### src/hw/rtl/scd_pkg.sv
// ----------------------------------------------------------------------------
// scd_pkg
// shared types, field positions and protocol codes for the socks connect
// detector
// ----------------------------------------------------------------------------
package scd_pkg;

    localparam int unsigned BYTE_W      = 8;
    localparam int unsigned PORT_W      = 16;
    localparam int unsigned POS_W       = 9;
    localparam int unsigned AT_W        = 10;
    localparam int unsigned CFG_INDEX_W = 8;

    localparam logic [POS_W-1:0] POS_MAX = 9'd511;

    // configuration register indexes
    localparam logic [CFG_INDEX_W-1:0] CFG_PORT_A = 8'd0;
    localparam logic [CFG_INDEX_W-1:0] CFG_PORT_B = 8'd1;

    localparam logic [PORT_W-1:0] PORT_A_RESET = 16'd80;
    localparam logic [PORT_W-1:0] PORT_B_RESET = 16'd443;

    // byte positions in the payload
    localparam logic [POS_W-1:0] POS_VERSION = 9'd0;
    localparam logic [POS_W-1:0] POS_COMMAND = 9'd1;
    localparam logic [POS_W-1:0] POS_ATYP    = 9'd3;
    localparam logic [POS_W-1:0] POS_ADDR0   = 9'd4;
    localparam logic [POS_W-1:0] POS_ADDR1   = 9'd5;

    // position of the low port byte for each request form
    localparam logic [AT_W-1:0] AT_V4     = 10'd3;
    localparam logic [AT_W-1:0] AT_V5_IP4 = 10'd9;
    localparam logic [AT_W-1:0] AT_V5_DOM = 10'd6;
    localparam logic [AT_W-1:0] AT_V5_IP6 = 10'd21;

    // minimum lengths
    localparam logic [AT_W-1:0] LEN_MIN     = 10'd8;
    localparam logic [AT_W-1:0] LEN_V5_IP4  = 10'd10;
    localparam logic [AT_W-1:0] LEN_DOM_ADD = 10'd7;
    localparam logic [AT_W-1:0] LEN_V5_IP6  = 10'd22;

    // protocol codes
    localparam logic [BYTE_W-1:0] VER_SOCKS4  = 8'd4;
    localparam logic [BYTE_W-1:0] VER_SOCKS5  = 8'd5;
    localparam logic [BYTE_W-1:0] CMD_CONNECT = 8'd1;
    localparam logic [BYTE_W-1:0] ATYP_IPV4   = 8'd1;
    localparam logic [BYTE_W-1:0] ATYP_DOMAIN = 8'd3;
    localparam logic [BYTE_W-1:0] ATYP_IPV6   = 8'd4;

    // private ipv4 ranges
    localparam logic [BYTE_W-1:0] PRIV_NET10    = 8'd10;
    localparam logic [BYTE_W-1:0] PRIV_NET172   = 8'd172;
    localparam logic [BYTE_W-1:0] PRIV_NET192   = 8'd192;
    localparam logic [BYTE_W-1:0] PRIV_SUB168   = 8'd168;
    localparam logic [BYTE_W-1:0] PRIV_SUB172_LO = 8'd16;
    localparam logic [BYTE_W-1:0] PRIV_SUB172_HI = 8'd31;

    typedef struct packed {
        logic [PORT_W-1:0] port_a;
        logic [PORT_W-1:0] port_b;
    } scd_cfg_t;

    function automatic logic private_check(logic [BYTE_W-1:0] first,
                                           logic [BYTE_W-1:0] second);
        logic result;
        result = 1'b0;
        if (first == PRIV_NET10)
        begin
            result = 1'b1;
        end
        else if (first == PRIV_NET192)
        begin
            result = (second == PRIV_SUB168);
        end
        else if (first == PRIV_NET172)
        begin
            result = (second >= PRIV_SUB172_LO) && (second <= PRIV_SUB172_HI);
        end
        return result;
    endfunction

endpackage

### src/hw/rtl/scd_cfg_regs.sv
// ----------------------------------------------------------------------------
// scd_cfg_regs
// watched destination port registers with a valid/ready write port
// ----------------------------------------------------------------------------
module scd_cfg_regs (
    input  logic                            clk,
    input  logic                            rst_n,
    input  logic                            cfg_valid,
    output logic                            cfg_ready,
    input  logic [scd_pkg::CFG_INDEX_W-1:0] cfg_index,
    input  logic [scd_pkg::PORT_W-1:0]      cfg_data,
    output scd_pkg::scd_cfg_t               cfg
);
    import scd_pkg::*;

    logic [PORT_W-1:0] port_a_reg;
    logic [PORT_W-1:0] port_b_reg;

    assign cfg_ready = 1'b1;

    always_ff @(posedge clk or negedge rst_n)
    begin
        if (!rst_n)
        begin
            port_a_reg <= PORT_A_RESET;
            port_b_reg <= PORT_B_RESET;
        end
        else if (cfg_valid)
        begin
            if (cfg_index == CFG_PORT_A)
            begin
                port_a_reg <= cfg_data;
            end
            if (cfg_index == CFG_PORT_B)
            begin
                port_b_reg <= cfg_data;
            end
        end
    end

    assign cfg.port_a = port_a_reg;
    assign cfg.port_b = port_b_reg;

endmodule

### src/hw/rtl/scd_parser.sv
// ----------------------------------------------------------------------------
// scd_parser
// per-packet header capture and connect decision, one byte per item
// ----------------------------------------------------------------------------
module scd_parser (
    input  logic                       clk,
    input  logic                       rst_n,
    input  logic                       accept,
    input  logic [scd_pkg::BYTE_W-1:0] data_byte,
    input  logic                       last_byte,
    input  scd_pkg::scd_cfg_t          cfg,
    output logic                       hit
);
    import scd_pkg::*;

    logic [POS_W-1:0]  pos_reg,   pos_next;
    logic [BYTE_W-1:0] ver_reg,   ver_next;
    logic [BYTE_W-1:0] cmd_reg,   cmd_next;
    logic [BYTE_W-1:0] kind_reg,  kind_next;
    logic [BYTE_W-1:0] len_reg,   len_next;
    logic [BYTE_W-1:0] first_reg, first_next;
    logic              priv_reg,  priv_next;
    logic [BYTE_W-1:0] hi_reg,    hi_next;
    logic              match_reg, match_next;

    logic [AT_W-1:0]   idx_w;
    logic [AT_W-1:0]   low_at;
    logic              low_sel;
    logic [PORT_W-1:0] port_val;
    logic [AT_W-1:0]   total;

    assign idx_w = {1'b0, pos_reg};

    always_comb
    begin
        ver_next   = (pos_reg == POS_VERSION) ? data_byte : ver_reg;
        cmd_next   = (pos_reg == POS_COMMAND) ? data_byte : cmd_reg;
        kind_next  = (pos_reg == POS_ATYP) ? data_byte : kind_reg;
        len_next   = (pos_reg == POS_ADDR0) ? data_byte : len_reg;
        first_next = (pos_reg == POS_ADDR0) ? data_byte : first_reg;
        priv_next  = (pos_reg == POS_ADDR1) ? private_check(first_reg, data_byte) : priv_reg;

        // where the low port byte sits for this request form
        low_sel = 1'b0;
        low_at  = '0;
        if (ver_next == VER_SOCKS4)
        begin
            low_sel = 1'b1;
            low_at  = AT_V4;
        end
        else if (ver_next == VER_SOCKS5 && pos_reg >= POS_ADDR0)
        begin
            if (kind_reg == ATYP_IPV4)
            begin
                low_sel = 1'b1;
                low_at  = AT_V5_IP4;
            end
            else if (kind_reg == ATYP_DOMAIN && pos_reg >= POS_ADDR1)
            begin
                low_sel = 1'b1;
                low_at  = AT_V5_DOM + {2'b00, len_reg};
            end
            else if (kind_reg == ATYP_IPV6)
            begin
                low_sel = 1'b1;
                low_at  = AT_V5_IP6;
            end
        end

        port_val   = {hi_reg, data_byte};
        hi_next    = hi_reg;
        match_next = match_reg;
        if (low_sel && (idx_w + 10'd1) == low_at)
        begin
            hi_next = data_byte;
        end
        else if (low_sel && idx_w == low_at)
        begin
            match_next = (port_val == cfg.port_a) || (port_val == cfg.port_b);
        end

        pos_next = (pos_reg < POS_MAX) ? pos_reg + 9'd1 : POS_MAX;
        total    = {1'b0, pos_next};

        hit = 1'b0;
        if (total >= LEN_MIN && match_next)
        begin
            if (ver_next == VER_SOCKS4)
            begin
                hit = !priv_next;
            end
            else if (ver_next == VER_SOCKS5 && cmd_next == CMD_CONNECT)
            begin
                if (kind_next == ATYP_IPV4)
                begin
                    hit = (total >= LEN_V5_IP4) && !priv_next;
                end
                else if (kind_next == ATYP_DOMAIN)
                begin
                    hit = total >= ({2'b00, len_next} + LEN_DOM_ADD);
                end
                else if (kind_next == ATYP_IPV6)
                begin
                    hit = total >= LEN_V5_IP6;
                end
            end
        end
    end

    always_ff @(posedge clk or negedge rst_n)
    begin
        if (!rst_n)
        begin
            pos_reg   <= '0;
            ver_reg   <= '0;
            cmd_reg   <= '0;
            kind_reg  <= '0;
            len_reg   <= '0;
            first_reg <= '0;
            priv_reg  <= 1'b0;
            hi_reg    <= '0;
            match_reg <= 1'b0;
        end
        else if (accept)
        begin
            if (last_byte)
            begin
                // new packet starts clean
                pos_reg   <= '0;
                ver_reg   <= '0;
                cmd_reg   <= '0;
                kind_reg  <= '0;
                len_reg   <= '0;
                first_reg <= '0;
                priv_reg  <= 1'b0;
                hi_reg    <= '0;
                match_reg <= 1'b0;
            end
            else
            begin
                pos_reg   <= pos_next;
                ver_reg   <= ver_next;
                cmd_reg   <= cmd_next;
                kind_reg  <= kind_next;
                len_reg   <= len_next;
                first_reg <= first_next;
                priv_reg  <= priv_next;
                hi_reg    <= hi_next;
                match_reg <= match_next;
            end
        end
    end

endmodule

### src/hw/rtl/socks_connect_detector.sv
// ----------------------------------------------------------------------------
// socks_connect_detector
// flags socks4 and socks5 connect requests to watched ports, one flag per packet
// ----------------------------------------------------------------------------
// Payload bytes enter one per cycle; every byte is an item and the block takes
// one each clock while the result register is free or being emptied. The item
// that carries last_byte yields one socks_connect result, registered and shown
// on the cycle after it is accepted; other bytes yield nothing. A result held
// by out_stall stalls the input until it is taken, so the rate is one byte per
// cycle, set by the single result register. The user must write the port
// registers via the cfg port only while no packet is in flight; not enforced.
module socks_connect_detector (
    input  logic                            clk,
    input  logic                            rst_n,
    input  logic                            in_valid,
    output logic                            in_stall,
    input  logic [scd_pkg::BYTE_W-1:0]      data_byte,
    input  logic                            last_byte,
    output logic                            out_valid,
    input  logic                            out_stall,
    output logic                            socks_connect,
    input  logic                            cfg_valid,
    output logic                            cfg_ready,
    input  logic [scd_pkg::CFG_INDEX_W-1:0] cfg_index,
    input  logic [scd_pkg::PORT_W-1:0]      cfg_data
);
    import scd_pkg::*;

    scd_cfg_t cfg;
    logic     in_accept;
    logic     hit;
    logic     out_valid_reg, out_valid_next;
    logic     flag_reg,      flag_next;

    scd_cfg_regs u_cfg (
        .clk       (clk),
        .rst_n     (rst_n),
        .cfg_valid (cfg_valid),
        .cfg_ready (cfg_ready),
        .cfg_index (cfg_index),
        .cfg_data  (cfg_data),
        .cfg       (cfg)
    );

    scd_parser u_parser (
        .clk       (clk),
        .rst_n     (rst_n),
        .accept    (in_accept),
        .data_byte (data_byte),
        .last_byte (last_byte),
        .cfg       (cfg),
        .hit       (hit)
    );

    assign in_stall  = out_valid_reg && out_stall;
    assign in_accept = in_valid && !in_stall;

    always_comb
    begin
        out_valid_next = out_valid_reg && out_stall;
        flag_next      = flag_reg;
        if (in_accept && last_byte)
        begin
            out_valid_next = 1'b1;
            flag_next      = hit;
        end
    end

    always_ff @(posedge clk or negedge rst_n)
    begin
        if (!rst_n)
        begin
            out_valid_reg <= 1'b0;
        end
        else
        begin
            out_valid_reg <= out_valid_next;
        end
    end

    always_ff @(posedge clk)
    begin
        flag_reg <= flag_next;
    end

    assign out_valid     = out_valid_reg;
    assign socks_connect = flag_reg;

`ifndef SYNTH
    // a last byte always produces a result next cycle
    assert property (@(posedge clk) disable iff (!rst_n)
        in_accept && last_byte |=> out_valid)
        else $error("last byte gave no result");

    // a pending result blocks new bytes
    assert property (@(posedge clk) disable iff (!rst_n)
        out_valid && out_stall |-> !in_accept)
        else $error("byte accepted over pending result");

    // a non-last byte never invents a result
    assert property (@(posedge clk) disable iff (!rst_n)
        !(in_accept && last_byte) && !(out_valid && out_stall) |=> !out_valid)
        else $error("result without last byte");

    // a held result keeps its flag
    assert property (@(posedge clk) disable iff (!rst_n)
        out_valid && out_stall |=> $stable(socks_connect))
        else $error("held result changed");
`endif

endmodule

### config.mk
export PLATFORM = sky130hd
export DESIGN_NAME = socks_connect_detector
export DESIGN_NICKNAME = d
export VERILOG_FILES = /design/src/hw/rtl/scd_pkg.sv /design/src/hw/rtl/scd_cfg_regs.sv /design/src/hw/rtl/scd_parser.sv /design/src/hw/rtl/socks_connect_detector.sv
export SDC_FILE = /design/constraint.sdc
export NUM_CORES = 1
export LEC_CHECK = 0
export BUFFER_PORTS_ARGS = -buffer_cell sky130_fd_sc_hd__buf_2
export CAP_MARGIN = 20
export CORE_MARGIN = 8
export CORE_UTILIZATION = 61
export CTS_CLUSTER_DIAMETER = 80
export CTS_CLUSTER_SIZE = 30
export DETAILED_ROUTE_END_ITERATION = 8
export PLACE_DENSITY = 0.8
export SKIP_LAST_GASP = 1
export SLEW_MARGIN = 20
export SYNTH_ARGS = -nofsm -noshare
export SYNTH_HDL_FRONTEND = slang
export SYNTH_SLANG_ARGS = --single-unit
### constraint.sdc
create_clock -name clk -period 4.3 [get_ports clk]
set_input_delay 0.43 -clock clk [delete_from_list [all_inputs] [get_ports clk]]
set_output_delay 0.43 -clock clk [all_outputs]
set_load 0.005 [all_outputs]
## Yosys cells after proc, flatten, opt, wreduce, memory -nomap -nowiden

Cells that the tools add are included.
Widths: inputs -> output; s select.

- Register bits: 93
- Bits of input ports: 38
- Output and inout port bits: 4
- Logic and storage cells: 108

- $add $sub $neg: 4
- Magnitude comparators: 9
- Eq/ne operators: 22
- Mux-type cells: 38
- Reduce and logical (&&, ||, !) cells: 22

Operator list:

| kind | count |
|---|---|
| $mux 8 | 12 |
| $mux 10 | 4 |
| $eq 16x16->1 | 2 |
| $eq 8x1->1 const B | 4 |
| $eq 8x3->1 const B | 4 |
| $eq 8x8->1 const B | 3 |
| $mux 1 | 19 |
| $eq 9x3->1 const B | 2 |
| $ge 9x3->1 const B | 2 |
| $ge 9x4->1 const B | 2 |
| $mux 9 | 2 |
| $eq 8x2->1 const B | 2 |
| $logic_and 1x1->1 | 11 |
| $add 9x1->10 const B | 1 |
| $eq 10x10->1 | 1 |
| $eq 9x10->1 | 1 |
| $ge 9x10->1 | 1 |
| $add 3x8->9 const A | 1 |
| $add 8x3->9 const B | 1 |
| $add 9x1->9 const B | 1 |
| $eq 9x1->1 const B | 1 |
| $eq 9x2->1 const B | 1 |
| $ge 9x5->1 const B | 1 |
| $logic_not 9->1 | 1 |
| other kinds (10) | 15 |

## Logic depth before layout (Yosys ltp)

- Word-level depth: 11
- Mapped depth: 18
- Gate-level depth less buffers: 16

## Cells and area by module

From an unflattened synthesis, not the netlist that was laid out.

- Cell total of the unflattened synthesis: 637
- Area total of the unflattened synthesis: 6227.2 um2

By module, submodules not included:

| module | instances | cells each | area each (um2) | seq. area each (um2) |
|---|---|---|---|---|
| scd_parser | 1 | 556 | 4832.1 | 1476.4 |
| scd_cfg_regs | 1 | 74 | 1301.2 | 812.0 |
| socks_connect_detector | 1 | 7 | 93.8 | 55.1 |

## Least setup slack after synthesis

Ideal clock, no wire load.

- Path type: flip-flop to flip-flop
- From: reg u_parser.pos_reg[3]
- To: reg flag_reg, in the netlist socks_connect (data pin)
- Library setup time: 274 ps
- Arrival time: 3655 ps
- Data required time: 4026 ps
- Slack: 371 ps
- Cell stages (with the launch flop): 19
- Path buffers: 2
- Period minus slack after synthesis: 3929 ps
- Cells stage by stage: dfrtp_1 clkbuf_1 nor3_1 and2_1 and3_1 clkbuf_1 mux2i_1 ha_1 a21oi_1 xor2_1 ha_1 a21o_1 a21oi_1 o21ai_0 a21o_1 a2111oi_0 nor3_1 a32oi_1 a211oi_1

- Word-level cells in the longest chain between the ends: 11
- Elaborated cells between the ends (all ways): 52
- Classes of those cells: add/sub: 3; order compare: 7; eq/ne: 12; mux: 21; reduce/logical: 9

Ends and longest elaborated chain:

| element | RTL line | text |
|---|---|---|
| from (decl) | scd_parser.sv:16 | `logic [POS_W-1:0] pos_reg, pos_next;` |
| from (signal assigned) | scd_parser.sv:141 | `pos_reg <= pos_next;` |
| parallel branches: the longest is 11 deep, another holds $ge 9x10->1 | -- |  |
| to (signal assigned) | socks_connect_detector.sv:83 | `flag_reg <= flag_next;` |
| to (decl) | socks_connect_detector.sv:33 | `logic flag_reg, flag_next;` |

Several ways; the timed one is not identified.
A chain may end at the register's enable or synchronous reset.

## Worst setup path after layout

- From: reg u_parser.pos_reg[0]
- To: reg flag_reg, in the netlist socks_connect (data pin)

Same word-level chain as after synthesis.

==> flow_summary.json <==
{
  "syn_nets": 705,
  "drt_pre_antenna_iters": 5,
  "crit_fanout": 8,
  "setup_viol": 0,
  "ys_async_sr_fraction_pct": 98.9,
  "yosys.area.top_type": "dfrtp_1",
  "yosysWarnings": 0,
  "route.antenna.remaining_nets": 0,
  "synthTopCellsByArea": "dfrtp_1 33%, xor2_1 6.3%, mux2_2 6.1%",
  "wirelength_mm": 16.3,
  "final_hold_viol_count": 0,
  "die_h_um": 117,
  "cap_violations": 0,
  "synth_edf_count": 1,
  "clk_latency_ps": 360,
  "hold_class": "primary input to asynchronous set/reset pin",
  "fin_worst_skew_ps": 17.1,
  "met2_length_mm": 7.76,
  "drcViolationCount": 0,
  "antenna_found_initial": 0,
  "grt_max_degree": 66,
  "ctsHtreeMaxLevel": 3,
  "ys_seq_area_share_pct": 37.3,
  "setup.worst_path.start_class": "flop",
  "avgRoutedWirePerCell_um": 19.9,
  "start_util_pct": 61.9,
  "tightest_slew_ps": 869,
  "final_common_cell": "dfrtp_1",
  "powerDensity_mw_per_mm2": 433,
  "avgSynthCellArea_um2": 9.61,
  "netlist.area_leader.share_pct": 33.1,
  "peakVddDrop_mv": 0.236,
  "worstPathArrival_ps": 4030,
  "drive_above_1_share_pct": 21.5,
  "gp_congestion": 0.900,
  "max_stage_delay_ps": 500,
  "ioPinCount": 42,
  "first_global_vias": 5188,
  "grtUsageTotal_pct": 23.1,
  "fin_nets": 727,
  "layout_min_cycle_time_ps": 3950,
  "fmax_mhz": 253,
  "core_area_mm2": 0.0101,
  "wl_met1_mm": 6.73,
  "die_area_mm2": 0.0138,
  "portBuffers": 40,
  "cts.sinks": 93,
  "drv_slew": 0,
  "synthFlopType": "dfrtp_1",
  "final_cell_mix": "83 x dfrtp_1, 75 x nand2_1, 55 x o21ai_0, 45 x xor2_1, 39 x buf_2",
  "antenna_cells": 0,
  "synthCells": 653,
  "synth.distinct_cells": 81,
  "drt-initial-drc-count": 502,
  "top_layer": "met4",
  "syn_area_mm2": 0.00627,
  "clkTransAtPathRegs_ps": 90,
  "place_inst": 800,
  "critical_path_required_ps": 4380,
  "cp_num_buf_inv": 1,
  "place_hpwl_mm": 11.8,
  "status": "completed",
  "cp_top_family": "compound AO/OA/AOI/OAI gates",
  "cp_cell_sequence": "inv_1 > ha_1 > nand3_1 > mux2i_1 > ha_1 > a21oi_1 > xor2_1 > ha_1 > a21o_1 > a21oi_1 > o21ai_0 > a21o_1 > a2111oi_1 > nor3_1 > a32oi_1 > a211oi_1",
  "critPathKind": "flop to flop",
  "vias": 5281,
  "numCtsBuffers": 9,
  "rows": 37,
  "cpMostUsedCell": "ha_1",
  "cts-root-buf": "clkbuf_8",
  "cp_slowest_cell": "dfrtp_1",
  "cts_setup_buffers": 0,
  "synth_seq_cells": 93,
  "dieWidth_um": 117,
  "cts_buffer_depth": 2,
  "dr_wl_met3_mm": 1.05,
  "relSlewSlack_pct": 41.9,
  "via_per_inst": 6.47,
  "syn_to_final_growth_pct": 6.46,
  "worst_setup_path_end_kind": "flop",
  "tritoncts": "yes",
  "grt_pass1_wl_mm": 26.3,
  "grt_setup_unrepaired": "no",
  "tns_ps": 0,
  "grt_overflow": 0,
  "cellLeakagePower_nw": 2.98,
  "finalNonFillerCells": 816,
  "post-route-period-util_pct": 91.9
}
-- area by class of cell --
type / instances / area [um2]
Sequential cell: 93 / 2340
Multi-Input combinational cell: 506 / 3580
Inverter: 7 / 26.3
Clock inverter: 6 / 93.8
Timing Repair Buffer: 58 / 338
Fill cell: 816 / 3460
Clock buffer: 10 / 128
Tap cell: 136 / 170
-- power by group --
part           internal, mW  total (mW)  switching (mW)
combinational         0.419       0.916           0.497
clock                 0.333       0.653           0.319
sequential             1.07        1.32           0.254
total                  1.82        2.89            1.07
-- cells by family (layout without fill, tap and decap cells) --
group           after synthesis  in the layout  synth area share [%]
other cells                   1              1                0.0598
buf+inv                      54             81                  5.98
fa+ha+maj                    14             14                  2.79
mux                          52             52                  8.97
simple gates                224            224                  19.8
compound gates              159            159                  17.0
xor+xnor                     56             56                  8.04
flops                        93             93                  37.3
-- metal layers --
layer,vias up,GRT usage [%]
met5,-,0
met4,0,12.2
met3,45,3.79
met2,215,38.2
met1,2579,28.4
li1,2442,-
-- through the flow --
stage | hold slack (ps) | setup WS, ps | instance area (um2) | util, % | power [mW]
global placement | 473 | 330 | 6440 | 63.5 | 2.19
finish | 135 | 350 | 6680 | 65.9 | 2.89
CTS | 145 | 144 | 6660 | 65.7 | 2.89
global route | 181 | 1.69 | 6680 | 65.9 | 3.07
detailed placement | 488 | 174 | 6440 | 63.5 | 2.24
floorplan | 134 | 371 | 6270 | - | 2.00
-- worst paths after layout --
check | from | end | slack (ps) | depth (start not counted)
max in group asynchronous | rst_n | u_cfg.port_a_reg[6]$_DFFE_PN1P_ | 3190 | 2
max | u_parser.pos_reg[0]$_DFFE_PN0P_ | socks_connect$_SDFFCE_PN0P_ | 350 | 16
min in group clk | cfg_data[12] | u_cfg.port_b_reg[12]$_DFFE_PN0P_ | 310 | 2
max reg2reg | u_parser.pos_reg[0]$_DFFE_PN0P_ | socks_connect$_SDFFCE_PN0P_ | 350 | 16
min reg2reg | u_parser.priv_reg$_DFFE_PN0P_ | u_parser.priv_reg$_DFFE_PN0P_ | 510 | 2
min | rst_n | u_parser.pos_reg[7]$_DFFE_PN0P_ | 140 | 1
-- synth_stat cells (all sizes together), types with 10 or more instances --
| library cell | number |
|---|---|
| dfrtp | 83 |
| nor3 | 15 |
| nor4 | 15 |
| xnor2 | 10 |
| a21oi | 11 |
| a22oi | 38 |
| nand2 | 76 |
| nor2 | 26 |
| xor2 | 45 |
| o21ai | 64 |
| mux2 | 34 |
| mux2i | 18 |
| ha | 14 |
| clkbuf | 34 |
| nand3 | 24 |
-- timing repair --
| item | 4_1_cts | 5_1_grt |
|---|---|---|
| hold buffers | 0 | 0 |
| hold endpoints to repair | 0 | 0 |
| gates resized for setup | 0 | 6 |
| endpoints found under the setup margin | 0 | 1 |
Power figures use the tool's default switching activity.
